## src/design/b64d_pkg.sv

```systemverilog
// Shared types, constants and the character classifier of the Base64 decoder.
package b64d_pkg;

  // Default width of the per-message byte counter.
  localparam int unsigned COUNT_WIDTH_DEF = 16;
  // Width of the capacity register and of the reported length.
  localparam int unsigned CAP_WIDTH = 16;
  localparam int unsigned LEN_WIDTH = 16;
  // Depth of the job queue between front and back.
  localparam int unsigned QUEUE_DEPTH = 4;
  // Capacity after reset.
  localparam logic [CAP_WIDTH-1:0] CAP_RESET = 16'hFFFF;

  // Classifier codes outside the 6-bit symbol range.
  localparam logic [7:0] SYM_SKIP = 8'd255;
  localparam logic [7:0] SYM_PAD  = 8'd254;

  // Result status codes.
  typedef enum logic [1:0] {
    ST_DATA       = 2'd0,
    ST_DONE       = 2'd1,
    ST_OVERFLOW   = 2'd2,
    ST_INCOMPLETE = 2'd3
  } status_e;

  // One input beat.
  typedef struct packed {
    logic [7:0] in_char;
    logic       end_of_message;
  } in_beat_t;

  // One result beat.
  typedef struct packed {
    logic [7:0]           out_byte;
    logic [1:0]           status;
    logic [LEN_WIDTH-1:0] total_len;
    logic                 run_end;
  } out_beat_t;

  // Work handed from front to back for one input beat (counts travel apart).
  typedef struct packed {
    logic [23:0] group;
    logic [1:0]  nbytes;
    logic        has_stat;
    status_e     stat;
  } job_t;

  // Maps a character to its 6-bit symbol, SYM_PAD for '=' or SYM_SKIP.
  function automatic logic [7:0] symbol_of(input logic [7:0] ch);
    logic [7:0] sym;
    sym = SYM_SKIP;
    if (ch >= 8'h41 && ch <= 8'h5A) begin
      sym = ch - 8'h41;
    end else if (ch >= 8'h61 && ch <= 8'h7A) begin
      sym = ch - 8'h61 + 8'd26;
    end else if (ch >= 8'h30 && ch <= 8'h39) begin
      sym = ch - 8'h30 + 8'd52;
    end else if (ch == 8'h2B) begin
      sym = 8'd62;
    end else if (ch == 8'h2F) begin
      sym = 8'd63;
    end else if (ch == 8'h3D) begin
      sym = SYM_PAD;
    end
    return sym;
  endfunction

endpackage

```

## src/design/base64_decoder_core.sv

```systemverilog
// Base64 stream decoder: one character beat in, zero to four result beats out.
// A result beat passes through the job queue and then the output register after its input beat.
// Throughput: one input beat per cycle unless in_stall_o is raised because the job queue is full;
// the back end sends one result beat per cycle unless the output stalls, with a four-entry job queue between.
// Reset: capacity returns to 65535 and the message state to its start; no clearing pass.
module base64_decoder_core #(
  parameter int unsigned CountWidth = b64d_pkg::COUNT_WIDTH_DEF
) (
  input  logic                           clk_i,
  input  logic                           rst_ni,
  input  logic                           cfg_valid_i,
  output logic                           cfg_ready_o,
  input  logic [b64d_pkg::CAP_WIDTH-1:0] cfg_data_i,
  input  logic                           in_valid_i,
  output logic                           in_stall_o,
  input  b64d_pkg::in_beat_t             in_data_i,
  output logic                           out_valid_o,
  input  logic                           out_stall_i,
  output b64d_pkg::out_beat_t            out_data_o
);
  import b64d_pkg::*;

  localparam int unsigned QWidth = $bits(job_t) + 2 * CountWidth;

  logic                  push, pop, q_empty, q_full;
  job_t                  job_push, job_head;
  logic [CountWidth-1:0] base_push, base_head;
  logic [CountWidth-1:0] slen_push, slen_head;

  // The capacity register takes a write every cycle.
  assign cfg_ready_o = 1'b1;

  // Character intake and message state.
  b64d_front #(.CountWidth(CountWidth)) u_front (
    .clk_i        (clk_i),
    .rst_ni       (rst_ni),
    .cfg_valid_i  (cfg_valid_i),
    .cfg_data_i   (cfg_data_i),
    .in_valid_i   (in_valid_i),
    .in_data_i    (in_data_i),
    .queue_full_i (q_full),
    .in_stall_o   (in_stall_o),
    .push_o       (push),
    .job_o        (job_push),
    .base_o       (base_push),
    .stat_len_o   (slen_push)
  );

  // Job queue.
  b64d_queue #(.DataWidth(QWidth), .Depth(QUEUE_DEPTH)) u_queue (
    .clk_i   (clk_i),
    .rst_ni  (rst_ni),
    .push_i  (push),
    .data_i  ({job_push, base_push, slen_push}),
    .pop_i   (pop),
    .data_o  ({job_head, base_head, slen_head}),
    .empty_o (q_empty),
    .full_o  (q_full)
  );

  // Result beat generation.
  b64d_back #(.CountWidth(CountWidth)) u_back (
    .clk_i        (clk_i),
    .rst_ni       (rst_ni),
    .head_valid_i (!q_empty),
    .job_i        (job_head),
    .base_i       (base_head),
    .stat_len_i   (slen_head),
    .pop_o        (pop),
    .out_stall_i  (out_stall_i),
    .out_valid_o  (out_valid_o),
    .out_data_o   (out_data_o)
  );

endmodule

```

## src/design/b64d_front.sv

```systemverilog
// Front end: accepts characters, tracks group and message state, issues jobs.
module b64d_front #(
  parameter int unsigned CountWidth = b64d_pkg::COUNT_WIDTH_DEF
) (
  input  logic                           clk_i,
  input  logic                           rst_ni,
  input  logic                           cfg_valid_i,
  input  logic [b64d_pkg::CAP_WIDTH-1:0] cfg_data_i,
  input  logic                           in_valid_i,
  input  b64d_pkg::in_beat_t             in_data_i,
  input  logic                           queue_full_i,
  output logic                           in_stall_o,
  output logic                           push_o,
  output b64d_pkg::job_t                 job_o,
  output logic [CountWidth-1:0]          base_o,
  output logic [CountWidth-1:0]          stat_len_o
);
  import b64d_pkg::*;

  localparam int unsigned CmpWidth =
    ((CountWidth > CAP_WIDTH) ? CountWidth : CAP_WIDTH) + 1;

  logic [CAP_WIDTH-1:0]  cap_q;
  logic [17:0]           accum_q, accum_d;
  logic [1:0]            cnt_q, cnt_d;
  logic [1:0]            budget_q, budget_d;
  logic [CountWidth-1:0] bw_q, bw_d;
  logic                  discard_q, discard_d;

  logic                  accept;
  logic [7:0]            sym;
  logic                  is_sym;
  logic                  is_pad;
  logic [5:0]            val;
  logic [1:0]            budget_new;
  logic                  complete;
  logic [1:0]            n;
  logic [CmpWidth-1:0]   sum;
  logic                  ovf;
  logic                  last;
  logic [CountWidth-1:0] bw_after;
  job_t                  job;
  logic [CountWidth-1:0] stat_len;

  assign accept     = in_valid_i && !queue_full_i;
  assign in_stall_o = queue_full_i;
  assign last       = in_data_i.end_of_message;

  // Classify the character and form the next group state.
  always_comb begin
    sym        = symbol_of(in_data_i.in_char);
    is_sym     = (sym != SYM_SKIP);
    is_pad     = (sym == SYM_PAD);
    val        = is_pad ? 6'd0 : sym[5:0];
    budget_new = (is_pad && budget_q != 2'd0) ? budget_q - 2'd1 : budget_q;
    complete   = is_sym && (cnt_q == 2'd3);
    n          = (budget_new == 2'd0) ? 2'd1 : budget_new;
    sum        = CmpWidth'(bw_q) + CmpWidth'(n);
    ovf        = complete && (sum > CmpWidth'(cap_q));
  end

  // Build the job and the next message state.
  always_comb begin
    job          = '0;
    job.stat     = ST_DONE;
    job.group    = {accum_q, val};
    stat_len     = bw_q;
    bw_after     = bw_q;
    accum_d      = accum_q;
    cnt_d        = cnt_q;
    budget_d     = budget_q;
    bw_d         = bw_q;
    discard_d    = discard_q;
    if (!discard_q) begin
      if (is_sym) begin
        accum_d  = {accum_q[11:0], val};
        cnt_d    = cnt_q + 2'd1;
        budget_d = budget_new;
      end
      if (complete) begin
        if (ovf) begin
          job.has_stat = 1'b1;
          job.stat     = ST_OVERFLOW;
          discard_d    = 1'b1;
        end else begin
          job.nbytes = n;
          bw_after   = bw_q + CountWidth'(n);
        end
        bw_d = bw_after;
      end
      if (last && !ovf) begin
        job.has_stat = 1'b1;
        job.stat     = (cnt_d != 2'd0) ? ST_INCOMPLETE : ST_DONE;
        stat_len     = bw_after;
      end
    end
    if (last) begin
      accum_d   = '0;
      cnt_d     = 2'd0;
      budget_d  = 2'd3;
      bw_d      = '0;
      discard_d = 1'b0;
    end
  end

  assign push_o     = accept && !discard_q && (job.nbytes != 2'd0 || job.has_stat);
  assign job_o      = job;
  assign base_o     = bw_q;
  assign stat_len_o = stat_len;

  // Capacity register and message state.
  always_ff @(posedge clk_i or negedge rst_ni) begin
    if (!rst_ni) begin
      cap_q     <= CAP_RESET;
      accum_q   <= '0;
      cnt_q     <= 2'd0;
      budget_q  <= 2'd3;
      bw_q      <= '0;
      discard_q <= 1'b0;
    end else begin
      if (cfg_valid_i) begin
        cap_q <= cfg_data_i;
      end
      if (accept) begin
        accum_q   <= accum_d;
        cnt_q     <= cnt_d;
        budget_q  <= budget_d;
        bw_q      <= bw_d;
        discard_q <= discard_d;
      end
    end
  end

endmodule

```

## src/design/b64d_queue.sv

```systemverilog
// Small register queue that holds jobs between front and back.
module b64d_queue #(
  parameter int unsigned DataWidth = 8,
  parameter int unsigned Depth     = b64d_pkg::QUEUE_DEPTH
) (
  input  logic                 clk_i,
  input  logic                 rst_ni,
  input  logic                 push_i,
  input  logic [DataWidth-1:0] data_i,
  input  logic                 pop_i,
  output logic [DataWidth-1:0] data_o,
  output logic                 empty_o,
  output logic                 full_o
);
  localparam int unsigned PtrWidth = (Depth > 1) ? $clog2(Depth) : 1;
  localparam int unsigned CntWidth = $clog2(Depth + 1);

  logic [DataWidth-1:0] mem_q [Depth];
  logic [PtrWidth-1:0]  wr_ptr_q, rd_ptr_q;
  logic [CntWidth-1:0]  count_q;
  logic                 do_push, do_pop;

  assign full_o  = (count_q == CntWidth'(Depth));
  assign empty_o = (count_q == '0);
  assign do_push = push_i && !full_o;
  assign do_pop  = pop_i && !empty_o;
  assign data_o  = mem_q[rd_ptr_q];

  // Entry storage.
  always_ff @(posedge clk_i) begin
    if (do_push) begin
      mem_q[wr_ptr_q] <= data_i;
    end
  end

  // Pointers and fill level.
  always_ff @(posedge clk_i or negedge rst_ni) begin
    if (!rst_ni) begin
      wr_ptr_q <= '0;
      rd_ptr_q <= '0;
      count_q  <= '0;
    end else begin
      if (do_push) begin
        wr_ptr_q <= (wr_ptr_q == PtrWidth'(Depth - 1)) ? '0 : wr_ptr_q + PtrWidth'(1);
      end
      if (do_pop) begin
        rd_ptr_q <= (rd_ptr_q == PtrWidth'(Depth - 1)) ? '0 : rd_ptr_q + PtrWidth'(1);
      end
      if (do_push && !do_pop) begin
        count_q <= count_q + CntWidth'(1);
      end else if (do_pop && !do_push) begin
        count_q <= count_q - CntWidth'(1);
      end
    end
  end

endmodule

```

## src/design/b64d_back.sv

```systemverilog
// Back end: expands each job into result beats through an output register.
module b64d_back #(
  parameter int unsigned CountWidth = b64d_pkg::COUNT_WIDTH_DEF
) (
  input  logic                  clk_i,
  input  logic                  rst_ni,
  input  logic                  head_valid_i,
  input  b64d_pkg::job_t        job_i,
  input  logic [CountWidth-1:0] base_i,
  input  logic [CountWidth-1:0] stat_len_i,
  output logic                  pop_o,
  input  logic                  out_stall_i,
  output logic                  out_valid_o,
  output b64d_pkg::out_beat_t   out_data_o
);
  import b64d_pkg::*;

  logic                  out_valid_q, out_valid_d;
  out_beat_t             out_data_q, out_data_d;
  logic [1:0]            idx_q, idx_d;
  logic                  load;
  logic [2:0]            total;
  logic                  last;
  logic [CountWidth-1:0] len;
  logic                  pop;

  assign load  = !out_valid_q || !out_stall_i;
  assign total = {1'b0, job_i.nbytes} + {2'b00, job_i.has_stat};
  assign last  = ({1'b0, idx_q} + 3'd1) == total;

  // Form the next beat of the job at the queue head.
  always_comb begin
    out_valid_d = out_valid_q;
    out_data_d  = out_data_q;
    idx_d       = idx_q;
    pop         = 1'b0;
    len         = base_i + CountWidth'(idx_q) + CountWidth'(1);
    if (load) begin
      out_valid_d = head_valid_i;
      if (head_valid_i) begin
        out_data_d.run_end = last;
        if (idx_q < job_i.nbytes) begin
          out_data_d.status    = ST_DATA;
          out_data_d.total_len = LEN_WIDTH'(len);
          case (idx_q)
            2'd0:    out_data_d.out_byte = job_i.group[23:16];
            2'd1:    out_data_d.out_byte = job_i.group[15:8];
            default: out_data_d.out_byte = job_i.group[7:0];
          endcase
        end else begin
          out_data_d.status    = job_i.stat;
          out_data_d.total_len = LEN_WIDTH'(stat_len_i);
          out_data_d.out_byte  = 8'd0;
        end
        pop   = last;
        idx_d = last ? 2'd0 : idx_q + 2'd1;
      end
    end
  end

  assign pop_o       = pop;
  assign out_valid_o = out_valid_q;
  assign out_data_o  = out_data_q;

  // Output register and beat index.
  always_ff @(posedge clk_i or negedge rst_ni) begin
    if (!rst_ni) begin
      out_valid_q <= 1'b0;
      idx_q       <= 2'd0;
    end else begin
      out_valid_q <= out_valid_d;
      idx_q       <= idx_d;
    end
  end

  // Result payload.
  always_ff @(posedge clk_i) begin
    out_data_q <= out_data_d;
  end

endmodule

```

## config.mk

```make
export PLATFORM = sky130hd
export DESIGN_NAME = base64_decoder_core
export DESIGN_NICKNAME = d
export VERILOG_FILES = /design/src/design/b64d_pkg.sv /design/src/design/base64_decoder_core.sv /design/src/design/b64d_front.sv /design/src/design/b64d_queue.sv /design/src/design/b64d_back.sv
export SDC_FILE = /design/constraint.sdc
export NUM_CORES = 1
export LEC_CHECK = 0
export BUFFER_PORTS_ARGS = -buffer_cell sky130_fd_sc_hd__buf_2
export CORE_MARGIN = 5
export CORE_UTILIZATION = 45
export CTS_BUF_LIST = sky130_fd_sc_hd__clkbuf_8
export CTS_CLUSTER_SIZE = 12
export DETAILED_ROUTE_END_ITERATION = 12
export GPL_ROUTABILITY_DRIVEN = 0
export GPL_TIMING_DRIVEN = 0
export MAX_ROUTING_LAYER = met4
export PLACE_DENSITY = 0.66
export SYNTH_ARGS = -nofsm -noshare
export SYNTH_HDL_FRONTEND = slang
export SYNTH_SLANG_ARGS = --single-unit
```

## constraint.sdc

```tcl
create_clock -name clk_i -period 6.1 [get_ports clk_i]
set_input_delay 0 -clock clk_i [delete_from_list [all_inputs] [get_ports clk_i]]
set_output_delay 0 -clock clk_i [all_outputs]
set_load 0.02 [all_outputs]
```

==> impl_metrics.env <==
export IMPL_status="finished, final reports clean"
export IMPL_irDropWorstVdd_mv=0.166
export IMPL_hold_path_class="input pin to register"
export IMPL_finalNonFillerCells=1695
export IMPL_synthSimpleGateAreaFrac=0.0886
export IMPL_synth_compound_area_frac=0.0707
export IMPL_power_density_nw_per_um2=384
export IMPL_yosysMostFrequentCell="edfxtp_1"
export IMPL_setup_viol=0
export IMPL_post_dp_cell_area_sq_um=16300
export IMPL_critical_path_class="input pin to register"
export IMPL_synth_top_area_share=0.534
export IMPL_post_route_util=0.546
export IMPL_drv_cap=0
export IMPL_ant_nets=0
export IMPL_gr_total_overflow=0
export IMPL_gr_usage_met3=0.0315
export IMPL_place_inst=1532
export IMPL_pre_cts_slack_ns=-1.26
export IMPL_grt_max_degree=64
export IMPL_grt_busiest_layer="met2"
export IMPL_synth_mux_area_fraction=0.0988
export IMPL_hold_viol_final=0
export IMPL_mappedNetlistNets=1097
export IMPL_final_cell_area_sq_um=18200
export IMPL_die_width_microns=194
export IMPL_diodes=0
export IMPL_first_iter_violations=847
export IMPL_dieArea_sq_um=37700
export IMPL_grt_antenna_before_repair=0
export IMPL_core_area_sq_um=33400
export IMPL_detail_route_wirelength_microns=33200
export IMPL_path_max_fanout=10
export IMPL_drive_gt1_frac=0.261
export IMPL_required_ns=6.40
export IMPL_ios=60
export IMPL_arrival_ns=6.21
export IMPL_yosysWarnings=0
export IMPL_num_vias=9338
export IMPL_synth_edff_count=271
export IMPL_worst_slew_pin_slew_ns=1.26
export IMPL_viasPerCell=5.51
export IMPL_io_buffers=56
export IMPL_yosys_most_used_dff="edfxtp_1"
export IMPL_h_tree_depth=2
export IMPL_grt_pass1_wl_microns=52700
export IMPL_netlist_top_cells_area="edfxtp_1, mux4_2, dfrtp_1"
export IMPL_yosysUniqueCellTypes=79
export IMPL_ys_top_cells_by_count="edfxtp_1, nand2_1, mux4_2, dfrtp_1"
export IMPL_area_growth_pct=19.7
export IMPL_yosysTopAreaCell="edfxtp_1"
export IMPL_syn_instance_count=1022
export IMPL_cts_root_buf="clkbuf_8"
export IMPL_p_leak_nw=6.78
export IMPL_finalCritPeriodShare=0.969
export IMPL_ys_ff_latch=336
export IMPL_drv_slew=0
export IMPL_synthXorXnorAreaFrac=0.0330
export IMPL_cts_tree="yes"
export IMPL_clock_path_buffers=3
export IMPL_ys_seq_area_frac=0.642
export IMPL_wl_per_cell_microns=19.6
export IMPL_syn_cell_area_sq_um=15200
export IMPL_clock_sinks=336
export IMPL_rows=67
export IMPL_grtUsageMet1=0.247
export IMPL_yosys_area_share_adder=0.0384
export IMPL_drc=0
export IMPL_hpwl_microns=21800
export IMPL_initial_core_util=0.456
export IMPL_nets=1279
export IMPL_slew_headroom=0.157
export IMPL_insertion_delay_ns=0.59
export IMPL_cts_buffers=52
export IMPL_p_total_mw=7.00
export IMPL_grt_util_all_layers=0.181
export IMPL_finClkSkew_ns=0.0255
export IMPL_critPathCaptureType="register"
export IMPL_cp_start_kind="input pin"
export IMPL_die_height_microns=194
export IMPL_setup_ws_ns=0.190
export IMPL_synth_top_family_by_area="multiplexers"
export IMPL_met2_usage=0.281
export IMPL_first_pass_iters=5
export IMPL_async_flop_share=0.193
export IMPL_path_clk_slew_ns=0.06
export IMPL_period_needed_ns=5.91
export IMPL_fmax_ghz=0.169
export IMPL_grt_pass1_vias=9451
export IMPL_synth_avg_cell_area_sq_um=14.9
## critical path, cell delays in order
cell,delay [ns]
buf_2,0.12
clkbuf_4,0.19
inv_4,0.09
ha_4,0.15
a21oi_1,0.09
a311oi_2,0.35
nor3b_2,0.09
buf_4,0.17
o22a_4,0.28
or3_4,0.37
mux2_4,0.25
inv_1,0.05
ha_1,0.28
a21oi_1,0.15
nor4b_4,0.52
nand3_1,0.25
or2_1,0.37
xnor2_1,0.21
ha_1,0.28
a21o_1,0.17
a211o_1,0.30
a211o_4,0.35
a21bo_4,0.26
buf_6,0.15
or4_4,0.53
xnor2_2,0.19
## sequential cells by signal (all words and copies together), names as in the netlist
| signal | cells |
|---|---|
| u_queue.wr_ptr_q | 2 |
| u_front.cap_q | 16 |
| u_front.discard_q | 1 |
| u_front.base_o | 16 |
| u_front.accum_q | 18 |
| u_back.out_valid_o | 1 |
| u_queue.mem_q | 244 |
| u_back.idx_q | 2 |
| u_queue.count_q | 3 |
| u_front.budget_q | 2 |
| u_back.out_data_o | 27 |
| u_front.cnt_q | 2 |
| u_queue.rd_ptr_q | 2 |
## logic make-up (layout without fill, tap and decap cells)
kind of cell    after synthesis  in the layout
mux                          74             74
other cells                   1              1
buf+inv                     102            327
flops                       336            336
fa+ha+maj                    45             45
simple gates                260            260
compound gates              150            150
xor+xnor                     54             54
## worst paths after layout
path / startpoint / to / slack [ns] / cells after the start
min in group asynchronous: rst_ni / u_queue.count_q[2]$_DFFE_PN0P_ / 0.35 / 3
worst min-delay path: in_data_i[3] / u_front.accum_q[2]$_DFFE_PN0P_ / 0.05 / 4
worst max-delay path: in_data_i[3] / u_queue.mem_q[1][12]$_DFFE_PP_ / 0.19 / 26
worst min register to register: u_queue.count_q[2]$_DFFE_PN0P_ / u_queue.count_q[2]$_DFFE_PN0P_ / 0.49 / 1
max in group asynchronous: rst_ni / u_front.budget_q[0]$_DFFE_PN1P_ / 5.07 / 4
worst max register to register: u_front.budget_q[0]$_DFFE_PN1P_ / u_queue.mem_q[1][12]$_DFFE_PP_ / 0.33 / 19
## through the flow
stage / hold WS, ns / setup TNS (ns)
2_1_floorplan: -0.296 / 0
3_5_place_dp: -0.194 / -94.42
6_report: 0.0518 / 0
4_1_cts: 0.00308 / 0
5_1_grt: 0.0472 / -0.316
3_3_place_gp: 0.209 / -88.80
## per-layer routing
layer	wire length, microns	part of all wire	vias to the layer above
li1	-	-	4307
met1	14900	0.45	4645
met2	15700	0.47	320
met3	1960	0.059	66
met4	680	0.020	0
met5	0	0	-
## cells in the final DEF, fill, tap and decap left out, drive strengths merged, types with 8 or more instances in the layout
cell type,n
nor2b,9
xnor2,42
a21o,11
nand3,28
and2,12
xor2,12
clkbuf,89
inv,55
buf,100
nor2,34
ha,42
dfstp,18
a22o,16
or4,14
mux2,9
dlygate4sd3,57
a22oi,10
a21oi,19
edfxtp,271
o21ai,41
dfrtp,47
clkinv,20
nand2,89
a31o,8
nand4,20
nor3,21
mux4,60
## timing repair
item	CTS	global route
setup buffers	3	6
hold buffers	57	0
pin swaps	3	13
resized for setup	17	35
gates cloned	0	0
setup endpoints to repair	88	89
endpoints found under the hold margin	129	0
## where the power goes
group / leakage (nW) / switching (mW) / internal [mW]
clock network: 0.579 / 0.843 / 1.00
registers: 3.37 / 0.114 / 2.91
logic: 2.83 / 1.27 / 0.867
total: 6.78 / 2.23 / 4.78
## final cells by class
type / count / area [sq um]
well taps: 448 / 561
clock inverters: 39 / 246
multi-input cells: 584 / 5360
repair buffers: 128 / 1060
inverters: 42 / 160
fillers: 2675 / 15200
flip-flops and latches: 336 / 9790
clock buffers: 58 / 798
plain buffers: 60 / 282
Power figures use the tool's default switching activity.
